## src/sv/mcse_pkg.sv

```systemverilog
// Shared types, constants and helpers for the MIDI controller scan encoder.
// No dependencies; every other file imports this package.
package mcse_pkg;

    localparam int NUM_BUTTONS = 4;
    localparam int NUM_POTS    = 4;
    localparam int NUM_CHAN    = NUM_BUTTONS + NUM_POTS;
    localparam int CHAN_W      = $clog2(NUM_CHAN);
    localparam int BTN_W       = (NUM_BUTTONS > 1) ? $clog2(NUM_BUTTONS) : 1;
    localparam int POT_IDX_W   = (NUM_POTS > 1) ? $clog2(NUM_POTS) : 1;
    localparam int SLIDER_IDX  = NUM_POTS - 1;

    localparam int QUEUE_DEPTH = 2;
    localparam int QPTR_W      = $clog2(QUEUE_DEPTH);
    localparam int QCNT_W      = $clog2(QUEUE_DEPTH + 1);

    // Configuration register indexes
    localparam logic [2:0] CFG_MIDI_CHANNEL      = 3'd0;
    localparam logic [2:0] CFG_BUTTON_CC_BASE    = 3'd1;
    localparam logic [2:0] CFG_BUTTON_NOTE_BASE  = 3'd2;
    localparam logic [2:0] CFG_POT_CC_BASE       = 3'd3;
    localparam logic [2:0] CFG_BLINK_INTERVAL_MS = 3'd4;

    // USB-MIDI code indexes and status bytes
    localparam logic [3:0] CIN_NOTE_ON  = 4'h9;
    localparam logic [3:0] CIN_NOTE_OFF = 4'h8;
    localparam logic [3:0] CIN_CTRL     = 4'hB;
    localparam logic [7:0] STATUS_NOTE_ON  = 8'h90;
    localparam logic [7:0] STATUS_NOTE_OFF = 8'h80;
    localparam logic [7:0] STATUS_CTRL     = 8'hB0;

    localparam logic [10:0] POT_FULL  = 11'd1023;
    localparam logic [6:0]  VALUE_MAX = 7'd127;

    typedef struct packed {
        logic [4:0]  midi_channel;
        logic [6:0]  button_cc_base;
        logic [6:0]  button_note_base;
        logic [6:0]  pot_cc_base;
        logic [15:0] blink_interval_ms;
    } cfg_t;

    // One classified scan, handed from front to back
    typedef struct packed {
        logic                          func;
        logic                          led;
        logic [6:0]                    vel;
        logic [NUM_BUTTONS-1:0]        pressed;
        logic [NUM_CHAN-1:0]           mask;
        logic [NUM_POTS-1:0][6:0]      pot_val;
    } scan_entry_t;

    // raw*127/1023, truncated: shift gives the quotient estimate, one
    // compare fixes it since the remainder stays below twice 1023
    function automatic logic [6:0] scale_pot(input logic [9:0] raw);
        logic [16:0] prod;
        logic [6:0]  q0;
        logic [10:0] rem;
        prod = {raw, 7'b0} - {7'b0, raw};
        q0   = prod[16:10];
        rem  = {1'b0, prod[9:0]} + {4'b0, q0};
        if (rem >= POT_FULL) begin
            q0 = q0 + 7'd1;
        end
        return q0;
    endfunction

endpackage

```

## src/sv/mcse_front.sv

```systemverilog
// Front end: registers a scan, scales pots, compares against sent values,
// updates sent state and LED blink state, and pushes a change mask. Uses mcse_pkg.
module mcse_front
    import mcse_pkg::*;
(
    input  logic                aclk,
    input  logic                aresetn,
    input  cfg_t                cfg,
    input  logic                s_valid,
    output logic                s_ready,
    input  logic                s_func_pressed,
    input  logic [3:0]          s_button_levels,
    input  logic [9:0]          s_pot_level_0,
    input  logic [9:0]          s_pot_level_1,
    input  logic [9:0]          s_pot_level_2,
    input  logic [9:0]          s_slider_level,
    input  logic [31:0]         s_now_ms,
    input  logic                q_full,
    output logic                q_push,
    output scan_entry_t         q_entry
);

    logic                   scan_vld_reg, scan_vld_next;
    logic                   func_reg;
    logic [3:0]             levels_reg;
    logic [3:0][9:0]        pot_raw_reg;
    logic [31:0]            now_reg;

    logic [NUM_BUTTONS-1:0] sent_btn_reg, sent_btn_next;
    logic [NUM_POTS-1:0][6:0] sent_pot_reg, sent_pot_next;
    logic [31:0]            last_blink_reg, last_blink_next;
    logic                   phase_reg, phase_next;
    logic                   led_reg, led_next;

    logic [NUM_POTS-1:0][6:0] pot_now;
    logic [NUM_BUTTONS-1:0] pressed;
    logic [NUM_BUTTONS-1:0] btn_chg;
    logic [NUM_POTS-1:0]    pot_chg;
    logic [31:0]            elapsed;
    logic                   s_xfer;

    assign q_push  = scan_vld_reg && !q_full;
    assign s_ready = !scan_vld_reg || q_push;
    assign s_xfer  = s_valid && s_ready;
    assign elapsed = now_reg - last_blink_reg;

    always_comb begin
        for (int i = 0; i < NUM_POTS; i++) begin
            pot_now[i] = scale_pot(pot_raw_reg[i]);
        end
        pressed = ~levels_reg[NUM_BUTTONS-1:0];
        btn_chg = pressed ^ sent_btn_reg;
        for (int i = 0; i < NUM_POTS; i++) begin
            pot_chg[i] = (pot_now[i] != sent_pot_reg[i]);
        end
        // slider is the velocity source in function mode, never sent there
        if (func_reg) begin
            pot_chg[SLIDER_IDX] = 1'b0;
        end
    end

    always_comb begin
        scan_vld_next   = scan_vld_reg;
        sent_btn_next   = sent_btn_reg;
        sent_pot_next   = sent_pot_reg;
        last_blink_next = last_blink_reg;
        phase_next      = phase_reg;
        led_next        = led_reg;
        if (q_push) begin
            scan_vld_next = 1'b0;
            sent_btn_next = pressed;
            for (int i = 0; i < NUM_POTS; i++) begin
                if (pot_chg[i]) begin
                    sent_pot_next[i] = pot_now[i];
                end
            end
            if (func_reg) begin
                if (elapsed >= {16'b0, cfg.blink_interval_ms}) begin
                    last_blink_next = now_reg;
                    led_next        = phase_reg;
                    phase_next      = !phase_reg;
                end
            end else begin
                led_next = 1'b0;
            end
        end
        if (s_xfer) begin
            scan_vld_next = 1'b1;
        end
    end

    always_comb begin
        q_entry.func    = func_reg;
        q_entry.led     = led_next;
        q_entry.vel     = (pot_now[SLIDER_IDX] == 7'd0) ? VALUE_MAX : pot_now[SLIDER_IDX];
        q_entry.pressed = pressed;
        q_entry.mask    = {pot_chg, btn_chg};
        q_entry.pot_val = pot_now;
    end

    always_ff @(posedge aclk) begin
        if (!aresetn) begin
            scan_vld_reg   <= 1'b0;
            sent_btn_reg   <= '0;
            sent_pot_reg   <= '0;
            last_blink_reg <= '0;
            phase_reg      <= 1'b1;
            led_reg        <= 1'b0;
        end else begin
            scan_vld_reg   <= scan_vld_next;
            sent_btn_reg   <= sent_btn_next;
            sent_pot_reg   <= sent_pot_next;
            last_blink_reg <= last_blink_next;
            phase_reg      <= phase_next;
            led_reg        <= led_next;
        end
    end

    always_ff @(posedge aclk) begin
        if (s_xfer) begin
            func_reg       <= s_func_pressed;
            levels_reg     <= s_button_levels;
            pot_raw_reg[0] <= s_pot_level_0;
            pot_raw_reg[1] <= s_pot_level_1;
            pot_raw_reg[2] <= s_pot_level_2;
            pot_raw_reg[3] <= s_slider_level;
            now_reg        <= s_now_ms;
        end
    end

endmodule

```

## src/sv/mcse_queue.sv

```systemverilog
// Short queue of classified scans between front and back end.
// Uses scan_entry_t from mcse_pkg.
module mcse_queue
    import mcse_pkg::*;
(
    input  logic        aclk,
    input  logic        aresetn,
    input  logic        push,
    input  scan_entry_t push_entry,
    output logic        full,
    input  logic        pop,
    output logic        not_empty,
    output scan_entry_t head
);

    scan_entry_t              entry_reg [QUEUE_DEPTH];
    logic [QPTR_W-1:0]        wr_ptr_reg, wr_ptr_next;
    logic [QPTR_W-1:0]        rd_ptr_reg, rd_ptr_next;
    logic [QCNT_W-1:0]        count_reg, count_next;
    logic                     do_push, do_pop;

    assign full      = (count_reg == QCNT_W'(QUEUE_DEPTH));
    assign not_empty = (count_reg != '0);
    assign do_push   = push && !full;
    assign do_pop    = pop && not_empty;
    assign head      = entry_reg[rd_ptr_reg];

    always_comb begin
        wr_ptr_next = wr_ptr_reg;
        rd_ptr_next = rd_ptr_reg;
        count_next  = count_reg;
        if (do_push) begin
            wr_ptr_next = (wr_ptr_reg == QPTR_W'(QUEUE_DEPTH - 1)) ? '0 : wr_ptr_reg + 1'b1;
        end
        if (do_pop) begin
            rd_ptr_next = (rd_ptr_reg == QPTR_W'(QUEUE_DEPTH - 1)) ? '0 : rd_ptr_reg + 1'b1;
        end
        if (do_push && !do_pop) begin
            count_next = count_reg + 1'b1;
        end else if (do_pop && !do_push) begin
            count_next = count_reg - 1'b1;
        end
    end

    always_ff @(posedge aclk) begin
        if (!aresetn) begin
            wr_ptr_reg <= '0;
            rd_ptr_reg <= '0;
            count_reg  <= '0;
        end else begin
            wr_ptr_reg <= wr_ptr_next;
            rd_ptr_reg <= rd_ptr_next;
            count_reg  <= count_next;
        end
    end

    always_ff @(posedge aclk) begin
        if (do_push) begin
            entry_reg[wr_ptr_reg] <= push_entry;
        end
    end

endmodule

```

## src/sv/mcse_back.sv

```systemverilog
// Back end: walks the change mask of one scan, one packet per cycle while m_ready does
// not stall the output, into the output register. Uses mcse_pkg.
module mcse_back
    import mcse_pkg::*;
(
    input  logic        aclk,
    input  logic        aresetn,
    input  cfg_t        cfg,
    input  logic        q_not_empty,
    input  scan_entry_t q_head,
    output logic        q_pop,
    output logic        m_valid,
    input  logic        m_ready,
    output logic        m_packet_valid,
    output logic [3:0]  m_code_index,
    output logic [7:0]  m_status_byte,
    output logic [6:0]  m_data_first,
    output logic [6:0]  m_data_second,
    output logic        m_led_on,
    output logic        m_last_of_scan
);

    logic                work_vld_reg, work_vld_next;
    scan_entry_t         work_reg;
    logic [NUM_CHAN-1:0] mask_reg, mask_next;

    logic                out_vld_reg, out_vld_next;
    logic                pkt_vld_reg;
    logic [3:0]          cin_reg;
    logic [7:0]          status_reg;
    logic [6:0]          d1_reg, d2_reg;
    logic                led_reg, last_reg;

    logic                emit, last;
    logic [CHAN_W-1:0]   idx;
    logic [NUM_CHAN-1:0] mask_rest;
    logic [3:0]          chan;
    logic [BTN_W-1:0]    btn;
    logic [POT_IDX_W-1:0] pot;
    logic                btn_down;
    logic                pkt_vld;
    logic [3:0]          cin;
    logic [7:0]          status;
    logic [6:0]          d1, d2;

    assign emit      = work_vld_reg && (!out_vld_reg || m_ready);
    assign mask_rest = mask_reg & (mask_reg - 1'b1);
    assign last      = (mask_rest == '0);
    assign q_pop     = q_not_empty && (!work_vld_reg || (emit && last));
    assign chan      = cfg.midi_channel[3:0] - 4'd1;

    // lowest pending channel goes first
    always_comb begin
        idx = '0;
        for (int i = NUM_CHAN - 1; i >= 0; i--) begin
            if (mask_reg[i]) begin
                idx = CHAN_W'(i);
            end
        end
    end

    always_comb begin
        btn      = BTN_W'(idx);
        pot      = POT_IDX_W'(idx - CHAN_W'(NUM_BUTTONS));
        btn_down = work_reg.pressed[btn];
        pkt_vld  = (mask_reg != '0);
        cin      = CIN_CTRL;
        status   = STATUS_CTRL | {4'h0, chan};
        d1       = '0;
        d2       = '0;
        if (!pkt_vld) begin
            cin    = '0;
            status = '0;
        end else if (idx < CHAN_W'(NUM_BUTTONS)) begin
            if (work_reg.func) begin
                cin    = btn_down ? CIN_NOTE_ON : CIN_NOTE_OFF;
                status = (btn_down ? STATUS_NOTE_ON : STATUS_NOTE_OFF) | {4'h0, chan};
                d1     = cfg.button_note_base + 7'(btn);
                d2     = work_reg.vel;
            end else begin
                d1 = cfg.button_cc_base + 7'(btn);
                d2 = btn_down ? VALUE_MAX : 7'd0;
            end
        end else begin
            d1 = cfg.pot_cc_base + 7'(pot);
            d2 = work_reg.pot_val[pot];
        end
    end

    always_comb begin
        work_vld_next = work_vld_reg;
        mask_next     = mask_reg;
        out_vld_next  = out_vld_reg;
        if (out_vld_reg && m_ready) begin
            out_vld_next = 1'b0;
        end
        if (emit) begin
            out_vld_next = 1'b1;
            mask_next    = mask_rest;
            if (last) begin
                work_vld_next = 1'b0;
            end
        end
        if (q_pop) begin
            work_vld_next = 1'b1;
            mask_next     = q_head.mask;
        end
    end

    always_ff @(posedge aclk) begin
        if (!aresetn) begin
            work_vld_reg <= 1'b0;
            out_vld_reg  <= 1'b0;
        end else begin
            work_vld_reg <= work_vld_next;
            out_vld_reg  <= out_vld_next;
        end
    end

    always_ff @(posedge aclk) begin
        mask_reg <= mask_next;
        if (q_pop) begin
            work_reg <= q_head;
        end
        if (emit) begin
            pkt_vld_reg <= pkt_vld;
            cin_reg     <= cin;
            status_reg  <= status;
            d1_reg      <= d1;
            d2_reg      <= d2;
            led_reg     <= work_reg.led;
            last_reg    <= last;
        end
    end

    assign m_valid        = out_vld_reg;
    assign m_packet_valid = pkt_vld_reg;
    assign m_code_index   = cin_reg;
    assign m_status_byte  = status_reg;
    assign m_data_first   = d1_reg;
    assign m_data_second  = d2_reg;
    assign m_led_on       = led_reg;
    assign m_last_of_scan = last_reg;

endmodule

```

## src/sv/midi_controller_scan_encoder.sv

```systemverilog
// Top level of the MIDI controller scan encoder: configuration registers,
// front end, scan queue and back end. Uses mcse_pkg, mcse_front, mcse_queue, mcse_back.
//
//  port group   dir  handshake        contents
//  s_*          in   s_valid/s_ready  one scan: function level, buttons, pots, time
//  m_*          out  m_valid/m_ready  one USB-MIDI packet or empty marker, LED, last flag
//  cfg_*        in   cfg_wr_en        register index and write data, no read-back
//
// The front end takes one scan per cycle while the queue is not full and classifies it into a two-entry queue.
// The back end sends one packet per cycle while m_ready does not stall it, one packet per
// changed channel of a scan, at least one and at most eight.
// Reset is synchronous, active low; sent values, blink state and registers return
// to their defaults. A stall on m_ready fills the queue, then holds s_ready low.
module midi_controller_scan_encoder
    import mcse_pkg::*;
(
    input  logic        aclk,
    input  logic        aresetn,
    input  logic        cfg_wr_en,
    input  logic [2:0]  cfg_addr,
    input  logic [15:0] cfg_wdata,
    input  logic        s_valid,
    output logic        s_ready,
    input  logic        s_func_pressed,
    input  logic [3:0]  s_button_levels,
    input  logic [9:0]  s_pot_level_0,
    input  logic [9:0]  s_pot_level_1,
    input  logic [9:0]  s_pot_level_2,
    input  logic [9:0]  s_slider_level,
    input  logic [31:0] s_now_ms,
    output logic        m_valid,
    input  logic        m_ready,
    output logic        m_packet_valid,
    output logic [3:0]  m_code_index,
    output logic [7:0]  m_status_byte,
    output logic [6:0]  m_data_first,
    output logic [6:0]  m_data_second,
    output logic        m_led_on,
    output logic        m_last_of_scan
);

    cfg_t        cfg_reg, cfg_next;
    logic        q_push, q_full, q_pop, q_not_empty;
    scan_entry_t q_in, q_head;

    always_comb begin
        cfg_next = cfg_reg;
        if (cfg_wr_en) begin
            case (cfg_addr)
                CFG_MIDI_CHANNEL:      cfg_next.midi_channel      = cfg_wdata[4:0];
                CFG_BUTTON_CC_BASE:    cfg_next.button_cc_base    = cfg_wdata[6:0];
                CFG_BUTTON_NOTE_BASE:  cfg_next.button_note_base  = cfg_wdata[6:0];
                CFG_POT_CC_BASE:       cfg_next.pot_cc_base       = cfg_wdata[6:0];
                CFG_BLINK_INTERVAL_MS: cfg_next.blink_interval_ms = cfg_wdata;
                default: ;
            endcase
        end
    end

    always_ff @(posedge aclk) begin
        if (!aresetn) begin
            cfg_reg.midi_channel      <= 5'd16;
            cfg_reg.button_cc_base    <= 7'd102;
            cfg_reg.button_note_base  <= 7'd36;
            cfg_reg.pot_cc_base       <= 7'd106;
            cfg_reg.blink_interval_ms <= 16'd250;
        end else begin
            cfg_reg <= cfg_next;
        end
    end

    mcse_front u_front (
        .aclk            (aclk),
        .aresetn         (aresetn),
        .cfg             (cfg_reg),
        .s_valid         (s_valid),
        .s_ready         (s_ready),
        .s_func_pressed  (s_func_pressed),
        .s_button_levels (s_button_levels),
        .s_pot_level_0   (s_pot_level_0),
        .s_pot_level_1   (s_pot_level_1),
        .s_pot_level_2   (s_pot_level_2),
        .s_slider_level  (s_slider_level),
        .s_now_ms        (s_now_ms),
        .q_full          (q_full),
        .q_push          (q_push),
        .q_entry         (q_in)
    );

    mcse_queue u_queue (
        .aclk       (aclk),
        .aresetn    (aresetn),
        .push       (q_push),
        .push_entry (q_in),
        .full       (q_full),
        .pop        (q_pop),
        .not_empty  (q_not_empty),
        .head       (q_head)
    );

    mcse_back u_back (
        .aclk           (aclk),
        .aresetn        (aresetn),
        .cfg            (cfg_reg),
        .q_not_empty    (q_not_empty),
        .q_head         (q_head),
        .q_pop          (q_pop),
        .m_valid        (m_valid),
        .m_ready        (m_ready),
        .m_packet_valid (m_packet_valid),
        .m_code_index   (m_code_index),
        .m_status_byte  (m_status_byte),
        .m_data_first   (m_data_first),
        .m_data_second  (m_data_second),
        .m_led_on       (m_led_on),
        .m_last_of_scan (m_last_of_scan)
    );

endmodule

```

## config.mk

```make
export PLATFORM = sky130hd
export DESIGN_NAME = midi_controller_scan_encoder
export DESIGN_NICKNAME = d
export VERILOG_FILES = /design/src/sv/mcse_pkg.sv /design/src/sv/mcse_front.sv /design/src/sv/mcse_queue.sv /design/src/sv/mcse_back.sv /design/src/sv/midi_controller_scan_encoder.sv
export SDC_FILE = /design/constraint.sdc
export NUM_CORES = 1
export LEC_CHECK = 0
export ABC_AREA = 1
export BUFFER_PORTS_ARGS = -buffer_cell sky130_fd_sc_hd__clkbuf_2
export CAP_MARGIN = 20
export CORE_ASPECT_RATIO = 1.25
export CORE_UTILIZATION = 56
export DETAILED_ROUTE_END_ITERATION = 10
export GPL_TIMING_DRIVEN = 0
export PLACE_DENSITY = 0.8
export SYNTH_ARGS = -nofsm -noshare
export SYNTH_HDL_FRONTEND = slang
export SYNTH_HIERARCHICAL = 1
export SYNTH_SLANG_ARGS = --single-unit
```

## constraint.sdc

```tcl
create_clock -name aclk -period 4.85 [get_ports aclk]
set_clock_uncertainty 0.2 [all_clocks]
set_input_delay 0.2425 -clock aclk [delete_from_list [all_inputs] [get_ports aclk]]
set_output_delay 0.2425 -clock aclk [all_outputs]
set_load 0.01 [all_outputs]
```

### Word-level counts from Yosys, hierarchy flattened

Memories as Yosys holds them, arrays and structs flattened. A register that Yosys moved wholly into a read port is not among the register bits.
Index checks and enable logic that the tools add are counted.

| word-level totals | value |
|---|---|
| bits of input ports | 101 |
| flip-flop bits (word level) | 269 |
| RAM bits | 98 |
| memories kept | 1 |
| word-level logic and storage cells | 180 |

Memory list:

| name | depth | width | rd ports | clocked after Yosys merged registers in | write ports | RTL line | source |
|---|---|---|---|---|---|---|---|
| u_queue.entry_reg | 2 | 49 | 1 | 1 | 1 | mcse_queue.sv:16 | `scan_entry_t entry_reg [QUEUE_DEPTH];` |

| operators by class | value |
|---|---|
| eq/ne operators | 9 |
| reductions and logical operators | 42 |
| bitwise gates (word level) | 4 |
| muxes and demuxes | 49 |
| order comparisons | 8 |
| $add $sub $neg | 23 |

Operators by type and width:

| operator | number |
|---|---|
| $mux 7 | 11 |
| $sub 17x10->17 | 4 |
| $add 10x7->11 | 4 |
| $ge 11x10->1 const B | 4 |
| $ge 32x16->1 | 1 |
| $mux 8 | 4 |
| $sub 32x32->32 | 1 |
| $add 7x1->7 const B | 4 |
| $ne 7x7->1 | 4 |
| $mux 3 | 8 |
| $add 7x2->7 | 3 |
| $reduce_and 2->1 | 10 |
| $mux 1 | 19 |
| $bmux 7 s2 | 1 |
| $reduce_bool 2->1 | 6 |
| $logic_and 1x1->1 | 10 |
| $and 8x8->8 | 1 |
| $logic_not 8->1 | 1 |
| $mux 4 | 2 |
| $or 8x4->8 | 1 |
| $reduce_bool 8->1 | 1 |
| $sub 8x1->8 const B | 1 |
| $logic_not 1->1 | 7 |
| $logic_not 7->1 | 1 |
| other kinds (18) | 26 |

### Depth between registers and ports, before layout

Gate-level depths: netlist of the first run.

| logic depth | value |
|---|---|
| depth in word-level cells | 14 |
| mapped depth | 36 |
| mapped depth without buffers | 36 |

### By module

The synthesis of the first run kept the hierarchy.

By module, submodules not included:

| module | cells an instance | times used | sequential area each (µm²) | area an instance (µm²) |
|---|---|---|---|---|
| mcse_front | 1556 | 1 | 3653.5 | 11329.6 |
| mcse_queue | 189 | 1 | 3042.9 | 3822.4 |
| mcse_back | 353 | 1 | 2232.1 | 3535.9 |
| midi_controller_scan_encoder | 234 | 1 | 840.8 | 1671.6 |

### Worst setup path after synthesis of the first run

OpenSTA, ideal clock, no wires.

| timing path | value |
|---|---|
| kind | register to register |
| from | register u_queue.count_reg[1] |
| to | register u_front.func_reg (enable) |
| cell stages (with the launch flop) | 4 |
| setup time | 0.537 ns |
| arrival time | 4.224 ns |
| setup slack | -0.112 ns |
| data required time | 4.113 ns |
| cells stage by stage | dfxtp_1 -> inv_1 -> nor2_1 -> a21oi_1 |

| between the ends | value |
|---|---|
| longest elaborated chain between the ends | 5 |

RTL lines:

| what | RTL line | source |
|---|---|---|
| from (decl) | mcse_queue.sv:19 | `logic [QCNT_W-1:0] count_reg, count_next;` |
| from (signal assigned) | mcse_queue.sv:53 | `count_reg <= count_next;` |
| $eq 2x2->1 | mcse_queue.sv:22 | `assign full = (count_reg == QCNT_W'(QUEUE_DEPTH));` |
| net q_full | midi_controller_scan_encoder.sv:43 | `logic q_push, q_full, q_pop, q_not_empty;` |
| $logic_not 1->1 | mcse_front.sv:42 | `assign q_push = scan_vld_reg && !q_full;` |
| $logic_and 1x1->1 | mcse_front.sv:42 |  |
| $logic_or 1x1->1 | mcse_front.sv:43 | `assign s_ready = !scan_vld_reg \|\| q_push;` |
| $logic_and 1x1->1 | mcse_front.sv:44 | `assign s_xfer = s_valid && s_ready;` |
| net u_front.s_xfer | mcse_front.sv:40 | `logic s_xfer;` |
| to (signal assigned) | mcse_front.sv:121 | `func_reg <= s_func_pressed;` |
| to (decl) | mcse_front.sv:24 | `logic func_reg;` |

The timed path passes the listed nets, and every way through them passes these cells.
A chain may end at the register's enable or synchronous reset.

==> results.json, run 1 <==
{
  "status": "complete, but fails checks",
  "violations": "setup timing",
  "tritoncts": "done",
  "cpMaxStageDelayCell": "edfxtp_1",
  "grt_max_degree": 52,
  "hold_path_class": "input port to flop",
  "startpoint_type": "flop",
  "rsz0062_at_grt": "true",
  "vdd_ir_drop_max_uv": 301,
  "rows": 77,
  "wirelength_mm": 52.3,
  "hold_depth": 2,
  "syn_avg_cell_area_um2": 8.73,
  "vias_per_cell": 5.44,
  "grt_pass1_wl_mm": 77.5,
  "firstDrtPassIters": 5,
  "r2r_setup_slack_ns": -0.14,
  "path_buf_inv": 5,
  "crit_required_ns": 5.13,
  "p_per_area_mw_per_mm2": 443,
  "path_depth": 34,
  "utilization_pct": 73.2,
  "final_cells": 3223,
  "antenna_found_initial": 1,
  "crit_path_start": "u_front/pot_raw_reg[10]",
  "min-delay-start": "s_button_levels[3]",
  "cts_root_buf": "clkbuf_16",
  "timing.hold.ws_ns": 0.217,
  "crit_family": "simple AND/OR/NAND/NOR gates",
  "fp.dieW_um": 172,
  "largest_reg_flops": 98,
  "layout_min_cycle_time_ns": 4.99,
  "reg2reg_depth": 34,
  "finalInstanceArea_mm2": 0.0260,
  "routabilityCongestion": 0.941,
  "clk_latency_ns": 0.54,
  "final_common_cell": "nand2_1",
  "io_buffers": 129,
  "fin_crit_sh_pct": 103,
  "drive_above_1_share_pct": 24.3,
  "antenna_left": 0,
  "finalSetupTns_ns": -1.40,
  "core-area_mm2": 0.0356,
  "routed-via-count": 17500,
  "dieArea_mm2": 0.0371,
  "htree_levels": 2,
  "grt_pass1_vias": 16600,
  "cts_num_sinks": 363,
  "yosysWarnings": 6,
  "critPathArrivalTime_ns": 5.27,
  "finalPower_mw": 11.5,
  "crit_type": "flop to flop",
  "grt_usage_pct": 26.2,
  "dp_cells": 2936,
  "hold_violations": 0,
  "drc": 0,
  "clock.fmax_ghz": 0.200,
  "critPathMostFrequentCell": "nand2_1",
  "nets": 2924,
  "worst_pin_slew_ns": 1.06,
  "clkSlewWorstSetupHoldPaths_ns": 0.07,
  "synth_cells": 2327,
  "max_stage_delay_ns": 0.47,
  "drt_first_iter_violations": 1184,
  "syn_area_mm2": 0.0203,
  "initial_core_util_pct": 57.2,
  "place_ws_ns": -0.775,
  "mostFrequentLayoutCells": "430 x nand2_1, 329 x inv_1, 248 x edfxtp_1, 181 x nor2_1, 180 x nand3_1",
  "relSlewSlack_pct": 28.7,
  "hpwlAfterDp_mm": 33.8,
  "slew_violations": 0,
  "grt-ovfl-total": 0,
  "setup_ws_ns": -0.138,
  "dieHeight_um": 215,
  "ios": 132,
  "cts_made_buffers": 37,
  "areaGrowthSynthToFinish_pct": 28.0,
  "postPlaceCellArea_mm2": 0.0217,
  "cp_max_fo": 7,
  "r2r_start": "u_front/pot_raw_reg[10]",
  "wl_per_cell_um": 16.2,
  "p_leak_nw": 11.5,
  "clockBufferDepth": 3,
  "maxCapViolCount": 0,
  "end_kind": "flop",
  "setup_viol": 25
}
## what timing repair did
action	CTS	global route
endpoints found under the hold margin	126	0
setup endpoints to repair	90	84
hold buffers	106	0
cloned	3	2
pin swaps	16	115
resized for setup	69	210
setup buffers	23	84
## worst reg2reg max path: cells and delay by family (launching register included)
family	cells	cell delay (ns)
buffers and inverters	5	0.61
XOR/XNOR	1	0.22
adder cells (fa/ha/maj)	2	0.46
AO/OA/AOI/OAI	3	0.29
AND/OR/NAND/NOR	23	2.71
flip-flops	1	0.47
## where the power goes
group          total [mW]  internal [mW]  switching, mW  leakage (nW)
combinational        4.29           1.67           2.62          7.62
clock                2.90           1.67           1.23         0.611
sequential           4.33           4.08          0.249          3.25
## cell type report
cell class / count / area [um2]
multi-input combinational: 1555 / 10100
sequential: 363 / 9750
fill: 2431 / 9530
timing repair buffer: 348 / 2680
inverter: 368 / 1400
clock buffer: 51 / 1110
tap: 474 / 593
buffer: 46 / 284
clock inverter: 17 / 126
antenna: 1 / 2.50
## path summary, 6_finish.rpt
kind,end
worst max-delay path,u_front/sent_pot_reg[10]
worst min-delay path,u_front/levels_reg[3]
worst max register to register,u_front/sent_pot_reg[10]
worst min register to register,u_back/m_led_on
## routing by layer
metal  track usage (%)  share of wire, %  up-vias
li1                  -                 -     8438
met1              29.8                38     8209
met2              48.3                52      713
met3              3.08               5.6      184
met4              11.9               4.7        0
met5                 0                 0        -
No activity file was read; power rests on OpenSTA's default activity.
==> run 2: changes to the inputs <==
--- a/config.mk
+++ b/config.mk
@@ -12,6 +12,7 @@
 export CORE_UTILIZATION = 56
 export DETAILED_ROUTE_END_ITERATION = 10
 export GPL_TIMING_DRIVEN = 0
+export MAX_ROUTING_LAYER = met4
 export PLACE_DENSITY = 0.8
 export SYNTH_ARGS = -nofsm -noshare
 export SYNTH_HDL_FRONTEND = slang
==> run 2 against run 1 <==
Effect of this change:
- utilization fell by 0.12 points
- count of clock-buffer cells in the layout shrank 7
- routed wire length rose by 0.47%
- the flow still finishes with violations (setup timing)
- critical endpoint is now u_front/sent_pot_reg[1]
- total power hardly changed
- sequential power about the same
- combinational power about the same
==> results.json, run 2 (synthesis results as in run 1) <==
{
  "vdd_ir_drop_max_uv": 321,
  "grt_usage_pct": 27.4,
  "rows": 77,
  "initial_core_util_pct": 57.2,
  "htree_levels": 2,
  "mostFrequentLayoutCells": "427 x nand2_1, 330 x inv_1, 248 x edfxtp_1, 186 x nand3_1, 181 x nor2_1",
  "wirelength_mm": 52.6,
  "tritoncts": "done",
  "violations": "setup timing",
  "setup_ws_ns": -0.168,
  "nFillCells": 2346,
  "worst_pin_slew_ns": 1.06,
  "finalSetupTns_ns": -1.20,
  "cp_max_fo": 8,
  "vias_per_cell": 5.46,
  "drt_first_iter_violations": 1149,
  "fp.dieW_um": 172,
  "wl_per_cell_um": 16.3,
  "dieArea_mm2": 0.0371,
  "startpoint_type": "flop",
  "layout_min_cycle_time_ns": 5.02,
  "crit_required_ns": 5.10,
  "hold_violations": 0,
  "drive_above_1_share_pct": 24.1,
  "hpwlAfterDp_mm": 34.3,
  "reg2reg_depth": 27,
  "maxCapViolCount": 0,
  "status": "complete, but fails checks",
  "crit_end": "u_front/sent_pot_reg[1]",
  "setup_viol": 9,
  "drc": 0,
  "crit_path_start": "u_front/pot_raw_reg[1]",
  "slew_violations": 0,
  "clkSlewWorstSetupHoldPaths_ns": 0.07,
  "largest_reg_flops": 98,
  "hold_path_class": "input port to flop",
  "routed-via-count": 17600,
  "antenna_left": 0,
  "clk_latency_ns": 0.54,
  "r2r-end": "u_front/sent_pot_reg[1]",
  "rsz0062_at_grt": "true",
  "p_per_area_mw_per_mm2": 443,
  "firstDrtPassIters": 5,
  "grt_pass1_vias": 17000,
  "end_kind": "flop",
  "core-area_mm2": 0.0356,
  "final_common_cell": "nand2_1",
  "relSlewSlack_pct": 28.8,
  "antenna_found_initial": 2,
  "grt_max_degree": 52,
  "cts_made_buffers": 37,
  "timing.hold.ws_ns": 0.212,
  "cts_root_buf": "clkbuf_16",
  "critPathArrivalTime_ns": 5.27,
  "areaGrowthSynthToFinish_pct": 27.8,
  "cts_num_sinks": 363,
  "clockBufferDepth": 3,
  "grt_pass1_wl_mm": 78.9,
  "p_leak_nw": 11.4,
  "clock.fmax_ghz": 0.199,
  "dieHeight_um": 215,
  "routabilityCongestion": 0.953,
  "crit_type": "flop to flop",
  "fin_crit_sh_pct": 103,
  "ios": 132,
  "io_buffers": 129,
  "r2r_start": "u_front/pot_raw_reg[1]",
  "r2r_setup_slack_ns": -0.17,
  "grt-ovfl-total": 0,
  "nets": 2916
}
-- run 2: worst max-delay path: stages, from the launching register on --
cell	delay (ns)
edfxtp_1	0.42
buf_6	0.15
ha_4	0.23
a21oi_2	0.14
nor2_1	0.07
nor2_2	0.12
buf_4	0.14
nand3_4	0.09
or2_4	0.31
nor3_2	0.30
xor2_2	0.31
ha_1	0.29
a21oi_1	0.12
and2_1	0.17
nor4_1	0.22
nand4_1	0.20
nand2_1	0.17
nand2_4	0.11
inv_6	0.11
o21ai_0	0.10
nand2_1	0.12
xor2_1	0.16
nand2_1	0.11
nor2_4	0.15
nand2_4	0.10
nand2_4	0.12
nand2_1	0.08
a21oi_1	0.13
-- run 2: layer usage --
metal  GRT usage, %  wire length (um)  up-vias
li1               -                 -     8418
met1           29.8             19800     8238
met2           49.6             27500      717
met3           4.24              3080      201
met4           9.91              2150        0
met5              -                 0        -
-- run 2: layout make-up --
class                           instances  area [um2]  area share, %
Multi-Input combinational cell       1555       10100           38.8
Sequential cell                       363        9750           37.5
Timing Repair Buffer                  341        2610           10.1
Inverter                              368        1400           5.38
Clock buffer                           44        1010           3.91
Tap cell                              474         593           2.28
Buffer                                 45         287           1.10
Clock inverter                         24         234          0.901
Antenna cell                            2        5.00         0.0193
-- run 2: through the flow --
| step | total power [mW] | util [%] | instance area [um2] | instances | setup slack [ns] |
|---|---|---|---|---|---|
| CTS | 11.1 | 69.3 | 24600 | 3142 | -0.0203 |
| floorplan | 6.99 | - | 20300 | 2328 | 0.307 |
| detailed placement | 7.98 | 61.1 | 21700 | 2936 | -0.713 |
| global route | 12.2 | 73.1 | 26000 | 3216 | -0.419 |
| finish | 11.5 | 73.1 | 26000 | 3216 | -0.168 |
| global placement | 7.80 | 60.7 | 21600 | 2931 | -1.20 |
-- run 2: worst min-delay path by stage --
stage / startpoint / to / cells past startpoint
4_1_cts: s_pot_level_2[5] / u_front/pot_raw_reg[25] / 2
3_5_place_dp: u_back/work_reg[47] / u_back/m_led_on / 0
3_3_place_gp: u_back/work_reg[47] / u_back/m_led_on / 0
2_1_floorplan: s_func_pressed / u_front/func_reg / 0
6_report: s_now_ms[17] / u_front/now_reg[17] / 2
5_1_grt: s_pot_level_0[9] / u_front/pot_raw_reg[9] / 2
-- run 2: what timing repair did --
item                                    CTS  global route
gates cloned                              3             2
endpoints found under the hold margin   126             0
pin swaps                                26           104
resized for setup                        87           202
hold buffers                            105             0
endpoints found under the setup margin   91            84
setup buffers                            30            71
-- run 2: power by group --
group,internal [mW],switching (mW)
logic,1.65,2.62
clock network,1.68,1.23
registers,4.08,0.257
==> run 3: changes to the inputs <==
--- a/config.mk
+++ b/config.mk
@@ -9,12 +9,11 @@
 export BUFFER_PORTS_ARGS = -buffer_cell sky130_fd_sc_hd__clkbuf_2
 export CAP_MARGIN = 20
 export CORE_ASPECT_RATIO = 1.25
-export CORE_UTILIZATION = 56
+export CORE_UTILIZATION = 55
 export DETAILED_ROUTE_END_ITERATION = 10
 export GPL_TIMING_DRIVEN = 0
 export MAX_ROUTING_LAYER = met4
-export PLACE_DENSITY = 0.8
+export PLACE_DENSITY = 0.79
 export SYNTH_ARGS = -nofsm -noshare
 export SYNTH_HDL_FRONTEND = slang
-export SYNTH_HIERARCHICAL = 1
 export SYNTH_SLANG_ARGS = --single-unit
==> run 3 against run 2 <==
Effect of this change:
- the run now ends clean
- sequential power barely moved
- routed wire length fell by 9.3%
- non-clock buffer count fell by 10
- flip-flop and latch count did not move
- first-iteration DRC count rose by 1.7%
- worst hold slack got worse by 0.18 ns
- via count fell by 5.8%
- critical path type unchanged
- critical endpoint is now u_front.sent_pot_reg[0]
- highest routed layer unchanged
==> results.json, run 3 <==
{
  "ys_seq_area_share_pct": 49.3,
  "yosys.cell_count.top_type": "nand2_1",
  "cpMaxStageDelayCell": "edfxtp_1",
  "p_leak_nw": 10.7,
  "netlist_top_cells_count": "406 x nand2_1, 332 x inv_1, 248 x edfxtp_1, 195 x nor2_1, 152 x nand3_1",
  "p_per_area_mw_per_mm2": 443,
  "routed-via-count": 16500,
  "firstDrtPassIters": 5,
  "max_stage_delay_ns": 0.46,
  "clock.fmax_ghz": 0.209,
  "io_buffers": 128,
  "synthSimpleGateAreaFrac_pct": 18.5,
  "r2r-end": "u_front.sent_pot_reg[0]",
  "fin_crit_sh_pct": 98.8,
  "grt_pass1_vias": 15600,
  "relSlewSlack_pct": 37.2,
  "crit_path_start": "u_front.pot_raw_reg[1]",
  "antenna_left": 0,
  "synth_area_leader_cell": "edfxtp_1",
  "min-delay-start": "aresetn",
  "rsz0062_at_grt": "true",
  "layout_min_cycle_time_ns": 4.79,
  "cts_made_buffers": 37,
  "fp.dieW_um": 172,
  "hold_violations": 0,
  "status": "finished clean",
  "cts_root_buf": "clkbuf_16",
  "syn_avg_cell_area_um2": 8.90,
  "ios": 132,
  "async_flop_share_pct": 0,
  "drt_first_iter_violations": 1168,
  "htree_levels": 2,
  "hold_path_class": "input port to flop",
  "nets": 2795,
  "yosys-top-cells-area": "edfxtp_1 38%, dfxtp_1 12%, nand2_1 7.7%",
  "cts_num_sinks": 363,
  "mostFrequentLayoutCells": "375 x nand2_1, 312 x inv_1, 248 x edfxtp_1, 177 x nor2_1, 139 x nand3_1",
  "largest_reg_flops": 98,
  "synth_fa_ha_area_share_pct": 6.80,
  "dieHeight_um": 214,
  "synth_cells": 2223,
  "grt_max_degree": 74,
  "yosysUniqueCellTypes": 58,
  "netlist.area_leader.share_pct": 37.6,
  "multi_input_area_mm2": 0.00935,
  "clk_latency_ns": 0.54,
  "routabilityCongestion": 0.952,
  "r2r_setup_slack_ns": 0.06,
  "cp_max_fo": 8,
  "synth-xor-area-share_pct": 5.47,
  "maxCapViolCount": 0,
  "core-area_mm2": 0.0355,
  "areaGrowthSynthToFinish_pct": 25.9,
  "crit_end": "u_front.sent_pot_reg[0]",
  "syn_area_mm2": 0.0198,
  "slew_violations": 0,
  "reg2reg_depth": 33,
  "grt-ovfl-total": 0,
  "wirelength_mm": 47.7,
  "antenna_found_initial": 0,
  "initial_core_util_pct": 55.8,
  "wl_per_cell_um": 15.4,
  "critPathArrivalTime_ns": 5.07,
  "startpoint_type": "flop",
  "drc": 0,
  "crit_required_ns": 5.13,
  "grt_usage_pct": 25.3,
  "end_kind": "flop",
  "yosysWarnings": 0,
  "synth_flop_cell": "edfxtp_1",
  "antenna_cells": 0,
  "worst_pin_slew_ns": 0.935,
  "nFillCells": 2624,
  "crit_type": "flop to flop",
  "clockBufferDepth": 3,
  "vias_per_cell": 5.35,
  "dieArea_mm2": 0.0368,
  "synth-edff-count": 248,
  "tritoncts": "done",
  "utilization_pct": 70.3,
  "rows": 77,
  "drive_above_1_share_pct": 20.6,
  "hpwlAfterDp_mm": 32.7,
  "vdd_ir_drop_max_uv": 297,
  "synth_top_family_by_area": "simple AND/OR/NAND/NOR gates",
  "synth_compound_area_share_pct": 9.89,
  "clkSlewWorstSetupHoldPaths_ns": 0.07,
  "grt_pass1_wl_mm": 72.8,
  "r2r_start": "u_front.pot_raw_reg[1]",
  "final_common_cell": "nand2_1",
  "regArea_mm2": 0.00975,
  "finalSetupTns_ns": 0,
  "setup_viol": 0,
  "synth_mux_area_share_pct": 2.38,
  "synth_seq_cells": 363
}
[run 3: critical path: cells and delay by family, from the launching register on]
family,cells,cell delay [ns]
AO/OA/AOI/OAI,7,1.08
AND/OR/NAND/NOR,20,1.93
flip-flops,1,0.46
adder cells (fa/ha/maj),2,0.64
buffers and inverters,4,0.42
[run 3: layout make-up]
cell class	instances	area share, %
Multi-Input combinational cell	1472	37.5
Clock inverter	15	0.527
Buffer	49	1.01
Tap cell	474	2.38
Clock buffer	52	4.24
Timing Repair Buffer	327	10.1
Inverter	340	5.14
Sequential cell	363	39.1
[run 3: worst min-delay path by stage]
stage                              endpoint  slack, ns  depth (start not counted)
floorplan                  u_front.func_reg       0.14                          0
global placement            u_back.m_led_on       0.21                          0
detailed placement          u_back.m_led_on       0.21                          0
CTS                 u_front.sent_btn_reg[2]       0.01                          3
global route                    cfg_reg[16]       0.04                          3
finish              u_front.sent_btn_reg[2]       0.03                          3
[run 3: timing repair]
item	CTS	global route
setup endpoints to repair	39	48
cloned	0	3
pin swaps	11	73
hold buffers	103	0
resized for setup	29	168
endpoints found under the hold margin	170	0
setup buffers	16	71
[run 3: metal layers]
metal	track usage, %	routed length (um)	vias up
met5	-	0	-
met4	9.79	1670	0
met3	3.45	2380	118
met2	44.9	24700	483
met1	28.4	18900	7812
li1	-	-	8135
[run 3: power by group]
| group | switching [mW] | total (mW) | internal (mW) |
|---|---|---|---|
| clock network | 1.19 | 2.78 | 1.59 |
| registers | 0.272 | 4.37 | 4.10 |
| logic | 2.39 | 3.89 | 1.50 |
| total | 3.86 | 11.0 | 7.19 |
[run 3: cells by family (layout without fill, tap and decap cells)]
kind of cell / Yosys count / after routing
flops: 363 / 363
compound gates: 357 / 357
other cells: 1 / 2
buf+inv: 389 / 783
mux: 42 / 42
simple gates: 846 / 846
fa+ha+maj: 104 / 104
xor+xnor: 121 / 121
[run 3: stage by stage]
stage	cell area (um2)	hold slack, ns	cells	power [mW]	setup WS [ns]
final	24900	0.0325	3092	11.0	0.0561
after global routing	24900	0.0435	3092	11.7	-0.200
after CTS	23600	0.0133	3017	10.7	0.00484
after detailed placement	21200	0.215	2831	7.82	-0.506
after global placement	21000	0.211	2826	7.64	-0.290
after floorplan	19800	0.141	2224	6.83	0.422
